## src/rtl/rsbq_ram.sv

```systemverilog
// Generic simple dual-port RAM with registered read.
module rsbq_ram #(
	parameter int WIDTH = 64,
	parameter int DEPTH = 32,
	localparam int AW = $clog2(DEPTH)
) (
	input  logic             clk,
	input  logic             we,
	input  logic [AW-1:0]    waddr,
	input  logic [WIDTH-1:0] wdata,
	input  logic             re,
	input  logic [AW-1:0]    raddr,
	output logic [WIDTH-1:0] rdata
);

	logic [WIDTH-1:0] mem [DEPTH];

	always_ff @(posedge clk) begin
		if (we) begin
			mem[waddr] <= wdata;
		end
		if (re) begin
			rdata <= mem[raddr];
		end
	end

endmodule

```

## config.mk

```make
export PLATFORM = sky130hd
export DESIGN_NAME = rsbq_ram
export DESIGN_NICKNAME = d
export VERILOG_FILES = /design/src/rtl/rsbq_ram.sv
export SDC_FILE = /design/constraint.sdc
export NUM_CORES = 2
export LEC_CHECK = 0
export BUFFER_PORTS_ARGS = -buffer_cell sky130_fd_sc_hd__buf_2
export CELL_PAD_IN_SITES_DETAIL_PLACEMENT = 1
export CELL_PAD_IN_SITES_GLOBAL_PLACEMENT = 1
export CORE_MARGIN = 3
export CORE_UTILIZATION = 35
export CTS_CLUSTER_DIAMETER = 30
export DETAILED_ROUTE_END_ITERATION = 16
export PLACE_DENSITY = 0.5
export SETUP_SLACK_MARGIN = 0.2
export SLEW_MARGIN = 10
export SYNTH_ARGS = -nofsm -noshare
export SYNTH_HDL_FRONTEND = slang
export SYNTH_SLANG_ARGS = --single-unit
export TNS_END_PERCENT = 5
```

## constraint.sdc

```tcl
create_clock -name clk -period 6.1 [get_ports clk]
set_input_delay 1.22 -clock clk [delete_from_list [all_inputs] [get_ports clk]]
set_output_delay 1.22 -clock clk [all_outputs]
set_load 0.01 [all_outputs]
```

## Yosys cells after proc, flatten, opt, wreduce, memory -nomap -nowiden

Memory sizes are Yosys's and may differ from the RTL's. A register that Yosys moved wholly into a read port is not among the register bits.
Index checks and enable logic that the tools add are counted.

- Flip-flop bits (word level): 0
- RAM bits: 2048
- Bits of input ports: 77
- Word-level logic and storage cells: 3
- Memories kept: 1

- Muxes and demuxes: 2

Memories:

| name | words | bits a word | rd ports | clocked after memory_dff | write ports | line | RTL |
|---|---|---|---|---|---|---|---|
| mem | 32 | 64 | 1 | 1 | 1 | 16 | `logic [WIDTH-1:0] mem [DEPTH];` |

Operators with widths:

| kind | count |
|---|---|
| $mux W1 | 2 |

## Depth between registers and ports, before layout

- Depth in word-level cells: 2
- Gate-level depth with buffers: 9
- Depth with buffers taken out: 4

## Worst setup path before layout

OpenSTA, ideal clock, no wires.

- Kind: input -> register
- From: input waddr[1]
- To: memory mem[12][0] (enable)
- Data arrival time: 4.556 ns
- Data required time: 5.614 ns
- Slack: 1.058 ns
- Cell stages on the path: 3
- Cells stage by stage: or3b_2 clkbuf_1 nor2_1

RTL lines:

| item | line | RTL |
|---|---|---|
| start: declaration | 9 | `input logic [AW-1:0] waddr,` |
| end: declaration | 16 |  |

Straight into the memory's write port.

==> results_dict.tcl <==
set metrics [dict create \
    cts_root_buffer "sky130_fd_sc_hd__clkbuf_16" \
    yosys.cell_types.count 30 \
    cts_hold_repair.buffers 0 \
    vdd.ir_drop.worst_v 0.000260 \
    preCtsSetupSlack_ns 1.93 \
    finalNetCount 3744 \
    worst-r2r-cell-count 3 \
    placed_instance_count 6184 \
    hpwl_mm 110 \
    outcome "complete, no violations" \
    synthesis.instances 3097 \
    effective_utilization_at_floorplan 0.353 \
    max_slew.worst_pin.slew_ns 1.25 \
    fin_area_um2 101000 \
    sum_of_negative_setup_slack_ns 0 \
    cts_max_level 5 \
    post_synthesis_sequential_area_ratio 0.797 \
    layout.cells.non_filler 7054 \
    finalCritPeriodShare 0.517 \
    achievable-frequency_ghz 0.317 \
    fp.dieH_um 483 \
    tritoncts "yes" \
    placementRows 174 \
    syn-mean-instance-area_um2 25.7 \
    final_util 0.448 \
    core_area_um2 226000 \
    worst-setup-path-type "primary input to register" \
    place.port_buffers 140 \
    first_global_vias 41000 \
    synth_fp_nets 3174 \
    cts_max_path_buffers 4 \
    first_pass_grt_wire_length_mm 312 \
    cts_inserted_buffers 473 \
    critical_path_arrival_ns 3.82 \
    clock-skew-final_ns 0.0622 \
    gp_congestion 0.714 \
    min_delay_path_depth 1 \
    antenna_violating_nets_post_route 0 \
    count_of_instances_resized_after_the_clock_tree_is_built 0 \
    cts_setup_buffers 0 \
    power.density_cell_area_nw_per_um2 424 \
    holdCritPathClass "primary input to register" \
    final_wl_mm 222 \
    maxCapViolations 0 \
    critPathLaunchType "primary input" \
    later_pin_clock_latency_in_the_skew_report_ns 0.98 \
    wire_per_inst_um 31.5 \
    critical_path_required_ns 6.77 \
    cts_sinks 2112 \
    flow.area_growth_from_synthesis_pct 26.9 \
    netlist_top_cells_area "sky130_fd_sc_hd__edfxtp_1 (80%), sky130_fd_sc_hd__mux4_2 (17%), sky130_fd_sc_hd__mux2_2 (1.0%), sky130_fd_sc_hd__mux2i_1 (0.48%), sky130_fd_sc_hd__buf_2 (0.41%)" \
    mappedNetlistArea_um2 79600 \
    antenna_found_initial 27 \
    postSynth.asyncResetShare 0 \
    overflow 0 \
    drt_iter0_markers 3644 \
    detailedRoute.firstPassIterationCount 5 \
    num_vias 37600 \
    synth_seq_cells 2112 \
    post-route-drc-count 0 \
    post_synth_edffs 2112 \
    postLayoutSetupSlackWorst_ns 2.95 \
    via_per_inst 5.33 \
    final_common_cell "sky130_fd_sc_hd__edfxtp_1" \
    cp-end-kind "register" \
    power_leakage_nw 32.6 \
    leading_area_contributor_after_synthesis "sky130_fd_sc_hd__edfxtp_1" \
    grt_max_degree 77 \
    cts.reportedPaths.clkPinSlew_ns 0.05 \
    boundaryPins 141 \
    report.final.slew_viol_count 0 \
    finalSetupViolCount 0 \
    slew-limit-headroom 0.167 \
    synth_top_cell_area_share 0.797 \
    hold_violations 0 \
    grt_setup_unrepaired "no" \
    worstPathMaxFanout 49 \
    ys_dominant_reg_cell "sky130_fd_sc_hd__edfxtp_1" \
    fp.dieW_um 483 \
    placed_cell_area_um2 85000 \
    layout_common_cells "sky130_fd_sc_hd__edfxtp_1 (2,112), sky130_fd_sc_hd__mux4_2 (602), sky130_fd_sc_hd__clkbuf_16 (476), sky130_fd_sc_hd__buf_2 (134), sky130_fd_sc_hd__mux2_2 (74)" \
    period_needed_ns 3.15 \
    floorplan_die_area_um2 233000 \
    grt_util_all_layers 0.191 \
    synth.yosys.warnings 0 \
    layout-drive-gt1-share 0.422 \
]
## power breakdown
| group | switching [mW] | internal (mW) |
|---|---|---|
| clock | 7.98 | 17.1 |
| sequential | 0.0738 | 16.3 |
| combinational | 0.807 | 0.601 |
## final cells by class
cell class | instances | area, µm²
fillers | 20100 | 125000
flip-flops and latches | 2112 | 63400
multi-input cells | 828 | 15700
clock buffers | 519 | 12100
clock inverters | 343 | 3870
well taps | 2992 | 3740
repair buffers | 251 | 2180
diodes | 8 | 20.0
inverters | 1 | 3.75
## worst paths after layout
kind / startpoint / end / slack (ns)
min reg2reg: mem[10][25] / rdata[25] / 0.89
min: wdata[35] / mem[14][35] / 0.74
max: raddr[0] / rdata[33] / 2.95
max reg2reg: mem[18][28] / rdata[28] / 4.08
## synth_stat cells (4+ instances only)
cell,count
sky130_fd_sc_hd__mux2_2,74
sky130_fd_sc_hd__buf_1,19
sky130_fd_sc_hd__nor2_1,41
sky130_fd_sc_hd__a221oi_1,12
sky130_fd_sc_hd__buf_2,65
sky130_fd_sc_hd__mux4_2,602
sky130_fd_sc_hd__edfxtp_1,2112
sky130_fd_sc_hd__o21ai_0,9
sky130_fd_sc_hd__clkbuf_1,55
sky130_fd_sc_hd__o22ai_1,10
sky130_fd_sc_hd__mux2i_1,38
sky130_fd_sc_hd__buf_4,14
sky130_fd_sc_hd__nor2b_1,4
sky130_fd_sc_hd__nand3b_1,5
## metal layers
| layer | track usage | part of all wire | vias up |
|---|---|---|---|
| met5 | 0.00449 | 0.00082 | - |
| met4 | 0.0509 | 0.019 | 12 |
| li1 | - | - | 15000 |
| met3 | 0.0449 | 0.064 | 346 |
| met1 | 0.267 | 0.44 | 20900 |
| met2 | 0.301 | 0.48 | 1313 |
## critical path: stages
cell and delay (ns):
sky130_fd_sc_hd__buf_8 0.45, sky130_fd_sc_hd__buf_12 0.33, sky130_fd_sc_hd__buf_4 0.35, sky130_fd_sc_hd__mux4_2 0.55
sky130_fd_sc_hd__mux4_2 0.52, sky130_fd_sc_hd__mux2_2 0.28
## sequential cells by signal, indices dropped and copies added, names as in the netlist
register	count
mem	2048
rdata	64
## per-stage QoR
step	power [mW]	hold WS (ns)
after floorplan	17.4	0.798
after global placement	18.0	0.900
after detailed placement	18.0	0.887
after CTS	43.3	0.659
after global routing	44.2	0.712
final	42.8	0.737
## cells by family (layout without fill, tap and decap cells)
group           after synthesis  in the layout  share of synthesized area
simple gates                 64             64                    0.00376
other cells                   0              8                          0
compound gates               50             50                    0.00462
mux                         714            714                      0.186
flops                      2112           2112                      0.797
buf+inv                     157           1114                    0.00937
No activity file was read; power rests on OpenSTA's default activity.
