File: config.mk
export PLATFORM = sky130hd
export DESIGN_NAME = rsbq_seq_flat
export DESIGN_NICKNAME = d
export VERILOG_FILES = /design/src/rtl/rsbq_pkg.sv /design/src/rtl/rsbq_if.sv /design/src/rtl/rsbq_seq.sv /design/src/flat_wrapper.sv
export SDC_FILE = /design/constraint.sdc
export NUM_CORES = 1
export LEC_CHECK = 0
export ABC_CLOCK_PERIOD_IN_PS = 8900
export BUFFER_PORTS_ARGS = -buffer_cell sky130_fd_sc_hd__buf_2
export CAP_MARGIN = 10
export CORE_ASPECT_RATIO = 0.7
export CORE_MARGIN = 5
export CORE_UTILIZATION = 51
export CTS_CLUSTER_DIAMETER = 30
export DETAILED_ROUTE_END_ITERATION = 7
export PLACE_DENSITY = 0.76
export REMOVE_ABC_BUFFERS = 1
export SLEW_MARGIN = 20
export SYNTH_ARGS = -nofsm -noshare
export SYNTH_HDL_FRONTEND = slang
export SYNTH_SLANG_ARGS = --single-unit
File: constraint.sdc
create_clock -name clk -period 8.9 [get_ports clk]
set_input_delay 0.89 -clock clk [delete_from_list [all_inputs] [get_ports clk]]
set_output_delay 0.89 -clock clk [all_outputs]
set_load 0.02 [all_outputs]
File: src/rtl/rsbq_pkg.sv
// Shared types and constants of the bucketed range-sum store.
package rsbq_pkg;

	localparam int DATA_W = 64;
	localparam int IDX_W  = 10;
	localparam int STAT_W = 2;

	localparam logic [STAT_W-1:0] STATUS_OK    = 2'd0;
	localparam logic [STAT_W-1:0] STATUS_RANGE = 2'd1;
	localparam logic [STAT_W-1:0] STATUS_FULL  = 2'd2;

	localparam logic MODE_LOAD  = 1'b0;
	localparam logic MODE_QUERY = 1'b1;

	typedef struct packed {
		logic                     mode;
		logic                     start_new;
		logic signed [DATA_W-1:0] value;
		logic        [IDX_W-1:0]  left;
		logic        [IDX_W-1:0]  right;
	} req_t;

	typedef struct packed {
		logic signed [DATA_W-1:0] sum;
		logic        [STAT_W-1:0] status;
	} rsp_t;

	typedef enum logic [2:0] {
		S_IDLE,
		S_LOAD_RD,
		S_LOAD_WR,
		S_QCHK,
		S_QBKT,
		S_WALK,
		S_DRAIN,
		S_RESULT
	} seq_state_t;

	// accumulator control, aligned with returning read data
	typedef struct packed {
		logic clr;
		logic add_bkt;
		logic add_elem;
		logic sub;
	} acc_ctrl_t;

	typedef struct packed {
		logic              load;
		logic [STAT_W-1:0] status;
	} res_ctrl_t;

endpackage

File: src/rtl/rsbq_if.sv
// Valid/ready channel interfaces for request and response beats.
interface rsbq_req_if;
	logic          valid;
	logic          ready;
	rsbq_pkg::req_t data;
	modport source(output valid, output data, input ready);
	modport sink(input valid, input data, output ready);
endinterface


File: src/rtl/rsbq_seq.sv
// Sequencer: item capture, count, bucket valid bits, load update and query walk.
module rsbq_seq #(
	parameter int MAX_ENTRIES = 1024,
	parameter int BUCKET_SIZE = 32,
	parameter int NUM_BUCKETS = 32,
	localparam int IW = $clog2(MAX_ENTRIES),
	localparam int BIW = $clog2(NUM_BUCKETS)
) (
	input  logic                        clk,
	input  logic                        arst_n,
	rsbq_req_if.sink                    req,
	input  logic                        res_busy,
	output rsbq_pkg::acc_ctrl_t         acc_ctrl,
	output rsbq_pkg::res_ctrl_t         res_ctrl,
	output logic                        el_we,
	output logic [IW-1:0]               el_waddr,
	output logic [rsbq_pkg::DATA_W-1:0] el_wdata,
	output logic                        el_re,
	output logic [IW-1:0]               el_raddr,
	output logic                        bk_we,
	output logic [BIW-1:0]              bk_waddr,
	output logic [rsbq_pkg::DATA_W-1:0] bk_wdata,
	output logic                        bk_re,
	output logic [BIW-1:0]              bk_raddr,
	input  logic [rsbq_pkg::DATA_W-1:0] bk_rdata
);

	localparam int CW = $clog2(MAX_ENTRIES + 1);
	localparam int BW = $clog2(BUCKET_SIZE);
	localparam int VW = (CW > rsbq_pkg::IDX_W) ? CW : rsbq_pkg::IDX_W;
	localparam int PW = ((IW > BW) ? IW : BW) + 1;

	rsbq_pkg::seq_state_t state_q, state_d;

	logic [CW-1:0]               count_q;
	logic [NUM_BUCKETS-1:0]      bvalid_q;
	logic [rsbq_pkg::DATA_W-1:0] value_q;
	logic [VW-1:0]               left_q, right_q;
	logic [rsbq_pkg::STAT_W-1:0] status_q;
	logic [BIW-1:0]              b_q, last_b_q;
	logic [IW-1:0]               ptr_q, end_q, sp2_lo_q, sp2_hi_q;
	logic                        sp2_pend_q, sub_q;
	logic                        el_pend_s1, bk_pend_s1, bk_valid_s1, sub_s1;

	logic           accept, store_full, done_b, at_end;
	logic [BIW-1:0] ld_baddr;
	logic [PW-1:0]  bstart, bend_raw, bend, cnt_m1, lo_p, hi_p, a_p, z_p, len_p;
	logic           full_cov, short_span, use_bk, qb_rd;
	logic           first_v, second_v;
	logic [PW-1:0]  first_lo, first_hi, second_lo, second_hi;

	assign accept   = req.valid && req.ready;
	assign ld_baddr = BIW'(count_q >> BW);
	assign store_full = (32'(count_q) >= MAX_ENTRIES) ||
	                    ((32'(count_q) >> BW) >= NUM_BUCKETS);
	assign done_b   = (b_q == last_b_q);
	assign at_end   = (ptr_q == end_q);

	// bucket geometry for the bucket under work
	always_comb begin
		bstart     = PW'(b_q) << BW;
		bend_raw   = bstart + PW'(BUCKET_SIZE - 1);
		cnt_m1     = PW'(count_q) - PW'(1);
		bend       = (bend_raw > cnt_m1) ? cnt_m1 : bend_raw;
		lo_p       = PW'(left_q);
		hi_p       = PW'(right_q);
		a_p        = (bstart > lo_p) ? bstart : lo_p;
		z_p        = (bend < hi_p) ? bend : hi_p;
		len_p      = z_p - a_p + PW'(1);
		full_cov   = (a_p == bstart) && (z_p == bend);
		short_span = (32'(len_p) <= BUCKET_SIZE / 2);
		use_bk     = full_cov || !short_span;
		first_v    = 1'b0;
		first_lo   = a_p;
		first_hi   = z_p;
		second_v   = 1'b0;
		second_lo  = z_p + PW'(1);
		second_hi  = bend;
		if (!full_cov && short_span) begin
			first_v = 1'b1;
		end else if (!full_cov) begin
			if (a_p > bstart) begin
				first_v  = 1'b1;
				first_lo = bstart;
				first_hi = a_p - PW'(1);
				second_v = (z_p < bend);
			end else begin
				first_v  = 1'b1;
				first_lo = z_p + PW'(1);
				first_hi = bend;
			end
		end
	end

	always_ff @(posedge clk or negedge arst_n) begin
		if (!arst_n) begin
			state_q <= rsbq_pkg::S_IDLE;
		end else begin
			state_q <= state_d;
		end
	end

	always_comb begin
		state_d         = state_q;
		req.ready       = 1'b0;
		qb_rd           = 1'b0;
		el_re           = 1'b0;
		el_raddr        = ptr_q;
		el_we           = 1'b0;
		el_waddr        = IW'(count_q);
		el_wdata        = value_q;
		bk_re           = 1'b0;
		bk_raddr        = ld_baddr;
		bk_we           = 1'b0;
		bk_waddr        = ld_baddr;
		bk_wdata        = (bk_valid_s1 ? bk_rdata : '0) + value_q;
		res_ctrl.load   = 1'b0;
		res_ctrl.status = status_q;
		unique case (state_q)
			rsbq_pkg::S_IDLE: begin
				req.ready = 1'b1;
				if (req.valid) begin
					state_d = (req.data.mode == rsbq_pkg::MODE_QUERY) ?
					          rsbq_pkg::S_QCHK : rsbq_pkg::S_LOAD_RD;
				end
			end
			rsbq_pkg::S_LOAD_RD: begin
				if (store_full) begin
					state_d = rsbq_pkg::S_RESULT;
				end else begin
					bk_re   = 1'b1;
					state_d = rsbq_pkg::S_LOAD_WR;
				end
			end
			rsbq_pkg::S_LOAD_WR: begin
				el_we   = 1'b1;
				bk_we   = 1'b1;
				state_d = rsbq_pkg::S_RESULT;
			end
			rsbq_pkg::S_QCHK: begin
				if (left_q > right_q || right_q >= VW'(count_q)) begin
					state_d = rsbq_pkg::S_RESULT;
				end else begin
					state_d = rsbq_pkg::S_QBKT;
				end
			end
			rsbq_pkg::S_QBKT: begin
				qb_rd    = use_bk;
				bk_re    = use_bk;
				bk_raddr = b_q;
				if (first_v) begin
					state_d = rsbq_pkg::S_WALK;
				end else if (done_b) begin
					state_d = rsbq_pkg::S_DRAIN;
				end
			end
			rsbq_pkg::S_WALK: begin
				el_re = 1'b1;
				if (at_end && !sp2_pend_q) begin
					state_d = done_b ? rsbq_pkg::S_DRAIN : rsbq_pkg::S_QBKT;
				end
			end
			rsbq_pkg::S_DRAIN: begin
				state_d = rsbq_pkg::S_RESULT;
			end
			rsbq_pkg::S_RESULT: begin
				if (!res_busy) begin
					res_ctrl.load = 1'b1;
					state_d       = rsbq_pkg::S_IDLE;
				end
			end
			default: begin
				state_d = rsbq_pkg::S_IDLE;
			end
		endcase
	end

	assign acc_ctrl.clr      = accept;
	assign acc_ctrl.add_bkt  = bk_pend_s1 && bk_valid_s1;
	assign acc_ctrl.add_elem = el_pend_s1;
	assign acc_ctrl.sub      = sub_s1;

	// control state: count, bucket valid bits, read-return flags
	always_ff @(posedge clk or negedge arst_n) begin
		if (!arst_n) begin
			count_q    <= '0;
			bvalid_q   <= '0;
			el_pend_s1 <= 1'b0;
			bk_pend_s1 <= 1'b0;
		end else begin
			if (accept && req.data.mode == rsbq_pkg::MODE_LOAD && req.data.start_new) begin
				count_q  <= '0;
				bvalid_q <= '0;
			end else if (state_q == rsbq_pkg::S_LOAD_WR) begin
				count_q            <= count_q + 1'b1;
				bvalid_q[ld_baddr] <= 1'b1;
			end
			el_pend_s1 <= el_re;
			bk_pend_s1 <= qb_rd;
		end
	end

	// item fields and walk pointers
	always_ff @(posedge clk) begin
		sub_s1 <= sub_q;
		if (bk_re) begin
			bk_valid_s1 <= bvalid_q[bk_raddr];
		end
		if (accept) begin
			value_q  <= req.data.value;
			left_q   <= VW'(req.data.left);
			right_q  <= VW'(req.data.right);
			status_q <= rsbq_pkg::STATUS_OK;
		end
		unique case (state_q)
			rsbq_pkg::S_LOAD_RD: begin
				if (store_full) begin
					status_q <= rsbq_pkg::STATUS_FULL;
				end
			end
			rsbq_pkg::S_QCHK: begin
				if (left_q > right_q || right_q >= VW'(count_q)) begin
					status_q <= rsbq_pkg::STATUS_RANGE;
				end
				b_q      <= BIW'(left_q >> BW);
				last_b_q <= BIW'(right_q >> BW);
			end
			rsbq_pkg::S_QBKT: begin
				if (first_v) begin
					ptr_q      <= IW'(first_lo);
					end_q      <= IW'(first_hi);
					sub_q      <= !short_span;
					sp2_pend_q <= second_v;
					sp2_lo_q   <= IW'(second_lo);
					sp2_hi_q   <= IW'(second_hi);
				end else if (!done_b) begin
					b_q <= b_q + 1'b1;
				end
			end
			rsbq_pkg::S_WALK: begin
				if (!at_end) begin
					ptr_q <= ptr_q + 1'b1;
				end else if (sp2_pend_q) begin
					ptr_q      <= sp2_lo_q;
					end_q      <= sp2_hi_q;
					sp2_pend_q <= 1'b0;
				end else if (!done_b) begin
					b_q <= b_q + 1'b1;
				end
			end
			default: begin
			end
		endcase
	end

endmodule

File: src/flat_wrapper.sv
// flat-port wrapper written by rule: the top's interface ports become plain ports
module rsbq_seq_flat 
#(
	parameter int MAX_ENTRIES = 1024,
	parameter int BUCKET_SIZE = 32,
	parameter int NUM_BUCKETS = 32,
	localparam int IW = $clog2(MAX_ENTRIES),
	localparam int BIW = $clog2(NUM_BUCKETS)
)
  (clk, arst_n, res_busy, acc_ctrl, res_ctrl, el_we, el_waddr, el_wdata, el_re, el_raddr, bk_we, bk_waddr, bk_wdata, bk_re, bk_raddr, bk_rdata, req_valid, req_data, req_ready);
  rsbq_req_if req_i ();
  input  logic clk;
  input  logic arst_n;
  input  logic res_busy;
  output rsbq_pkg::acc_ctrl_t acc_ctrl;
  output rsbq_pkg::res_ctrl_t res_ctrl;
  output logic el_we;
  output logic [IW-1:0] el_waddr;
  output logic [rsbq_pkg::DATA_W-1:0] el_wdata;
  output logic el_re;
  output logic [IW-1:0] el_raddr;
  output logic bk_we;
  output logic [BIW-1:0] bk_waddr;
  output logic [rsbq_pkg::DATA_W-1:0] bk_wdata;
  output logic bk_re;
  output logic [BIW-1:0] bk_raddr;
  input  logic [rsbq_pkg::DATA_W-1:0] bk_rdata;
  input wire logic [$bits(req_i.valid)-1:0] req_valid;
  input wire logic [$bits(req_i.data)-1:0] req_data;
  output wire logic [$bits(req_i.ready)-1:0] req_ready;
  assign req_i.valid = req_valid;
  assign req_i.data = req_data;
  assign req_ready = req_i.ready;
  rsbq_seq #(.MAX_ENTRIES(MAX_ENTRIES), .BUCKET_SIZE(BUCKET_SIZE), .NUM_BUCKETS(NUM_BUCKETS)) u_core (.clk(clk), .arst_n(arst_n), .req(req_i), .res_busy(res_busy), .acc_ctrl(acc_ctrl), .res_ctrl(res_ctrl), .el_we(el_we), .el_waddr(el_waddr), .el_wdata(el_wdata), .el_re(el_re), .el_raddr(el_raddr), .bk_we(bk_we), .bk_waddr(bk_waddr), .bk_wdata(bk_wdata), .bk_re(bk_re), .bk_raddr(bk_raddr), .bk_rdata(bk_rdata));
endmodule
* Word-level counts from Yosys, hierarchy flattened *
Index checks and enable logic that the tools add are counted.

word-level totals
  bits in registers = 188
  input bits = 154
  output and inout port bits = 170
  word-level logic and storage cells = 152

operators by class
  add/subtract/negate cells = 10
  $lt $le $gt $ge = 13
  equality and inequality tests = 21
  multiplexer cells = 62
  bitwise gates (word level) = 2
  reductions and logical operators = 25

operators by type and width
  cell                     number
  $mux W10                 13
  $add A64 B64 Y64         1
  $mux W32                 2
  $mux W64                 1
  $mux W11                 4
  $pmux W10 S2             2
  $or A32 B32 Y32          1
  $mux W5                  5
  $add A11 B1 Y11 const B  2
  $pmux W3 S7              1
  $add A10 B1 Y10 const B  2
  $gt A10 B10 Y1           2
  $mux W3                  6
  $mux W1                  16
  $pmux W5 S3              1
  $eq A3 B3 Y1 const B     4
  $lt A5 B6 Y1 const B     2
  $mux W2                  6
  $reduce_and A4 Y1        3
  $add A10 B5 Y11 const B  1
  $eq A11 B10 Y1           1
  $eq A11 B11 Y1           1
  $ge A10 B11 Y1           1
  $ge A11 B11 Y1 const B   1
  33 further kinds         54

* Logic depth before layout (Yosys ltp) *
  word-level depth = 12
  depth in mapped cells = 41
  depth with buffers taken out = 37

* Least setup slack after synthesis *
Ideal clock, no wire load.

  kind = register to output
  start point = register u_core.count_q[0]
  end point = output port bk_re
  data arrival time = 7.187 ns
  required time = 8.010 ns
  slack = 0.823 ns
  cell stages (with the launch flop) = 36
  buffers on the path = 3
  cell sequence = dfrtp_1 > buf_6 > or3_1 > clkbuf_1 > nor4b_2 > and3_1 > xnor2_1 > inv_1 > ha_1 > nand4_1 > nor4b_1 > a21oi_1 > o211ai_1 > mux2_2 > ha_1 > a21o_1 > a21oi_1 > o21ai_0 > nor2_8 > buf_2 > o21ai_0 > inv_1 > ha_1 > inv_1 > ha_1 > inv_1 > fa_1 > nor2b_1 > o21ai_0 > a21boi_0 > or4_1 > a211oi_1 > o21ai_1 > a21oi_1 > nor3_1 > a31o_2

between the ends
  longest elaborated chain between the ends = 11
  elaborated cells on any way between the ends = 16
  classes of those cells = 3 x add/sub; 4 x order compare; 1 x eq/ne; 4 x mux; 4 x reduce/logical

ends and longest elaborated chain
  element                   RTL line            text
  start: declaration        rsbq_seq.sv:35      logic [CW-1:0] count_q;
  start signal: assignment  rsbq_seq.sv:195     count_q <= count_q + 1'b1;
  $sub A11 B1 Y11 *         rsbq_seq.sv:63      cnt_m1 = PW'(count_q) - PW'(1);
  $gt A11 B11 Y1            rsbq_seq.sv:64      bend = (bend_raw > cnt_m1) ? cnt_m1 : bend_raw;
  $mux W11 *                rsbq_seq.sv:64
  via u_core.bend[5]        rsbq_seq.sv:47      logic [PW-1:0] bstart, bend_raw, bend, cnt_m1, lo_p, hi_p, a_p, z_p, len_p;
  $lt A11 B10 Y1            rsbq_seq.sv:68      z_p = (bend < hi_p) ? bend : hi_p;
  $mux W11                  rsbq_seq.sv:68
  $sub A11 B10 Y11          rsbq_seq.sv:69      len_p = z_p - a_p + PW'(1);
  $add A11 B1 Y11           rsbq_seq.sv:69
  $le A11 B5 Y1             rsbq_seq.sv:71      short_span = (32'(len_p) <= BUCKET_SIZE / 2);
  $logic_not A1 Y1          rsbq_seq.sv:72      use_bk = full_cov || !short_span;
  $logic_or A1 B1 Y1 *      rsbq_seq.sv:72
  $pmux W1 S2 *             rsbq_seq.sv:119     unique case (state_q)
  end: declaration          flat_wrapper.sv:25  output logic bk_re;

The timed path passes the listed nets; every way through them passes the cells marked *.

* Worst setup path after layout *
Ends and elaborated chain as after synthesis.

==> run metrics <==
status completed; Crit Path Category reg2out; metal2 WL roughly 22 mm; proportion of layout cells with a drive suffix above 1 0.2319; Setup violations, final 0; required arrival time at the worst endpoint 8.01 ns; final design area excluding fillers 0.01750 mm2; number of cell rows 52; total vias in the final route 13.87k; share of synthesized area occupied by flip-flops and latches 0.3626; hold_buf cts 0; Die Y-Extent 152.6 um; Remaining DRCs 0; Met1 Routed Length 20.92 mm; share of the cycle needed by the critical path after routing 0.9692; synth cell count leaders 170 x sky130_fd_sc_hd__a21oi_1, 143 x sky130_fd_sc_hd__ha_1, 137 x sky130_fd_sc_hd__edfxtp_1; clock transition at the registers of the reported paths ~0.08 ns; syn avg cell area 9.049 um2; FFs w/ async S/R, synth 0.2553; first-pass iteration count of the detailed router 5; most repeated library cell on the critical path sky130_fd_sc_hd__ha_1; actual slew at the worst max-slew pin approximately 1.1 ns; amount of wire on met3 after detailed routing 4.452 mm; time the worst path needs with I/O delays and setup 8.626 ns; commonest register cell after synthesis sky130_fd_sc_hd__edfxtp_1; number of storage elements in the synthesis netlist 188; slowest library cell on the worst path sky130_fd_sc_hd__dfrtp_2; Post-Synthesis Cells 1638; cell depth of the worst hold path 0; synthesized cell area 0.01482 mm2; standard cell core area roughly 0.029 mm2; number of nets in the final layout 2231; share of the synthesized area in the top cell type 0.2775; Final TNS setup 0 ns; buffer type at the clock tree root sky130_fd_sc_hd__clkbuf_16; delay of the slowest cell on the worst path 0.46 ns; Total Routed Length 48.27 mm; Clock Tree Buf Depth 2; antenna violations before repair 6; critical path endpoint category output port; post-DR vias/cell 5.958; number of nets still failing antenna checks after routing 0; clock tree from TritonCTS built; first-pass GRT wire length 72.60 mm; area enclosed by the die boundary between 0.03 and 0.04 mm2; total number of H-tree levels 4; nature of the critical path startpoint register; routed len/inst 20.73 um; number of maximum-capacitance constraint violations 0; final-report hold violation count 0; HPWL after DPL 37.91 mm; power density over cell area 440.0 mW/mm2; most instantiated library cell after synthesis sky130_fd_sc_hd__a21oi_1; number of buffers created by CTS 17; Remaining Overflow, GRT 0; Port Buffer Count between 300 and 400; DR iter-0 viols roughly 1.6k; yosys warns 0; Slew HR 0.2997; worst vdd ir approximately 0.00034 V; initial cell density of the core 0.5154; Max FO, Critical Path 16; top layer used by detailed routing met4; data arrival time at the worst-slack endpoint 7.74 ns; count of distinct cell types in the synthesized netlist 85; horizontal extent of the die ~210 um; path type of the worst min-delay path reg2reg; final slew viol count 0; clock insertion delay at the later pin of the skew report 0.46 ns; number of cells on the worst reg-to-reg path 35; GRT Util Overall 0.2807; Layout area overhead 18.04%; number of flops mapped to enable cells by yosys ~140; # clock sinks 188; number of global-route vias before repair 12.97k; Post-Route Hold Slack approximately 0.37 ns; leakage dissipation 7.986 nW; largest net degree at the start of global routing 67; IO Pins 324; cell area reported after detailed placement 0.01672 mm2; Fin Clk Skew 0.01066 ns; post-synth top area cell sky130_fd_sc_hd__edfxtp_1; leading post-synthesis cells by cell area sky130_fd_sc_hd__edfxtp_1 28%, sky130_fd_sc_hd__ha_1 12%, sky130_fd_sc_hd__dfrtp_1 8.1%; gpl congestion 0.9617; upper clock frequency limit roughly 120 MHz
-- where the power goes --
group          switching, mW  internal [mW]
registers              0.251           1.35
clock network          0.383          0.411
logic                   3.29           2.02
total                   3.92           3.78
-- timing repair --
| item | 4_1_cts | 5_1_grt |
|---|---|---|
| gates resized for setup | 7 | 24 |
| buffers inserted | 1 | 4 |
| pin swaps | 1 | 2 |
| setup endpoints to repair | 1 | 1 |
-- routing by layer --
layer	vias to the layer above	GRT usage
met2	684	0.4389
met1	6604	0.3992
met3	66	0.05371
met4	0	0.07839
met5	-	0
li1	6516	-
-- placed cells by master (no fill, tap or decap), types with 71 or more instances in the layout --
cell type / n
sky130_fd_sc_hd__nor2_1: 135
sky130_fd_sc_hd__a21oi_1: 167
sky130_fd_sc_hd__nand2_1: 119
sky130_fd_sc_hd__buf_2: 323
sky130_fd_sc_hd__inv_1: 93
sky130_fd_sc_hd__xnor2_1: 71
sky130_fd_sc_hd__ha_1: 142
sky130_fd_sc_hd__and2_1: 75
sky130_fd_sc_hd__edfxtp_1: 137
sky130_fd_sc_hd__o21ai_0: 71
-- critical path: cells and delay by family (launching register included) --
kind	cells	cell delay, ns
flip-flops	1	0.46
AND/OR/NAND/NOR	11	2.39
buffers and inverters	5	0.72
multiplexers	1	0.39
AO/OA/AOI/OAI	11	1.82
XOR/XNOR	1	0.15
adder cells (fa/ha/maj)	4	1.30
-- path summary, 6_finish.rpt --
| kind | start | endpoint | slack [ns] |
|---|---|---|---|
| max | u_core.count_q[0]$_DFFE_PN0P_ | bk_re | 0.27 |
| min | u_core.sub_q$_DFFE_PP_ | u_core.sub_s1$_DFF_P_ | 0.37 |
| max reg2reg | u_core.count_q[0]$_DFFE_PN0P_ | u_core.el_raddr[3]$_DFFE_PP_ | 1.06 |
| min reg2reg | u_core.sub_q$_DFFE_PP_ | u_core.sub_s1$_DFF_P_ | 0.37 |
| max in group asynchronous | arst_n | u_core.count_q[1]$_DFFE_PN0P_ | 7.92 |
| min in group asynchronous | arst_n | u_core.bvalid_q[22]$_DFFE_PN0P_ | 0.53 |
-- cell type report --
cell class / count / area (um2)
inverters: 99 / 374.1
diodes: 5 / 12.51
repair buffers: 361 / 1909
multi-input cells: 1265 / 8748
clock buffers: 20 / 489.2
fillers: 2498 / 11260
well taps: 378 / 473.0
flip-flops and latches: 188 / 5378
clock inverters: 12 / 112.6
-- registers in the layout, summed over array words and instances, names as in the netlist, 3 cells and up --
register	count
u_core.el_wdata	64
u_core.bvalid_q	32
u_core.count_q	11
u_core.el_raddr	10
u_core.end_q	10
u_core.hi_p	10
u_core.left_q	10
u_core.sp2_hi_q	10
u_core.sp2_lo_q	10
u_core.b_q	5
u_core.last_b_q	5
u_core.state_q	3
-- through the flow --
stage                       util  instances  power [mW]  worst slack (ns)
final                     0.6084       2328       7.698            0.2744
after global routing      0.6084       2328       8.245           -0.1289
after CTS                 0.6033       2318       7.507          0.003668
after detailed placement  0.5813       2285       6.656            0.2230
after global placement    0.5813       2285       6.548            0.4092
after floorplan                -       1552       5.054            0.5311
-- cell families (layout without fill, tap and decap cells) --
| family | count (synthesis) | after routing | synth area share |
|---|---|---|---|
| simple gates | 526 | 526 | 0.1781 |
| compound gates | 455 | 455 | 0.1944 |
| mux | 26 | 26 | 0.01975 |
| flops | 188 | 188 | 0.3626 |
| xor+xnor | 113 | 113 | 0.06677 |
| fa+ha+maj | 145 | 145 | 0.1234 |
| buf+inv | 185 | 492 | 0.05495 |
| other cells | 0 | 5 | 0 |
Power figures use the tool's default switching activity.
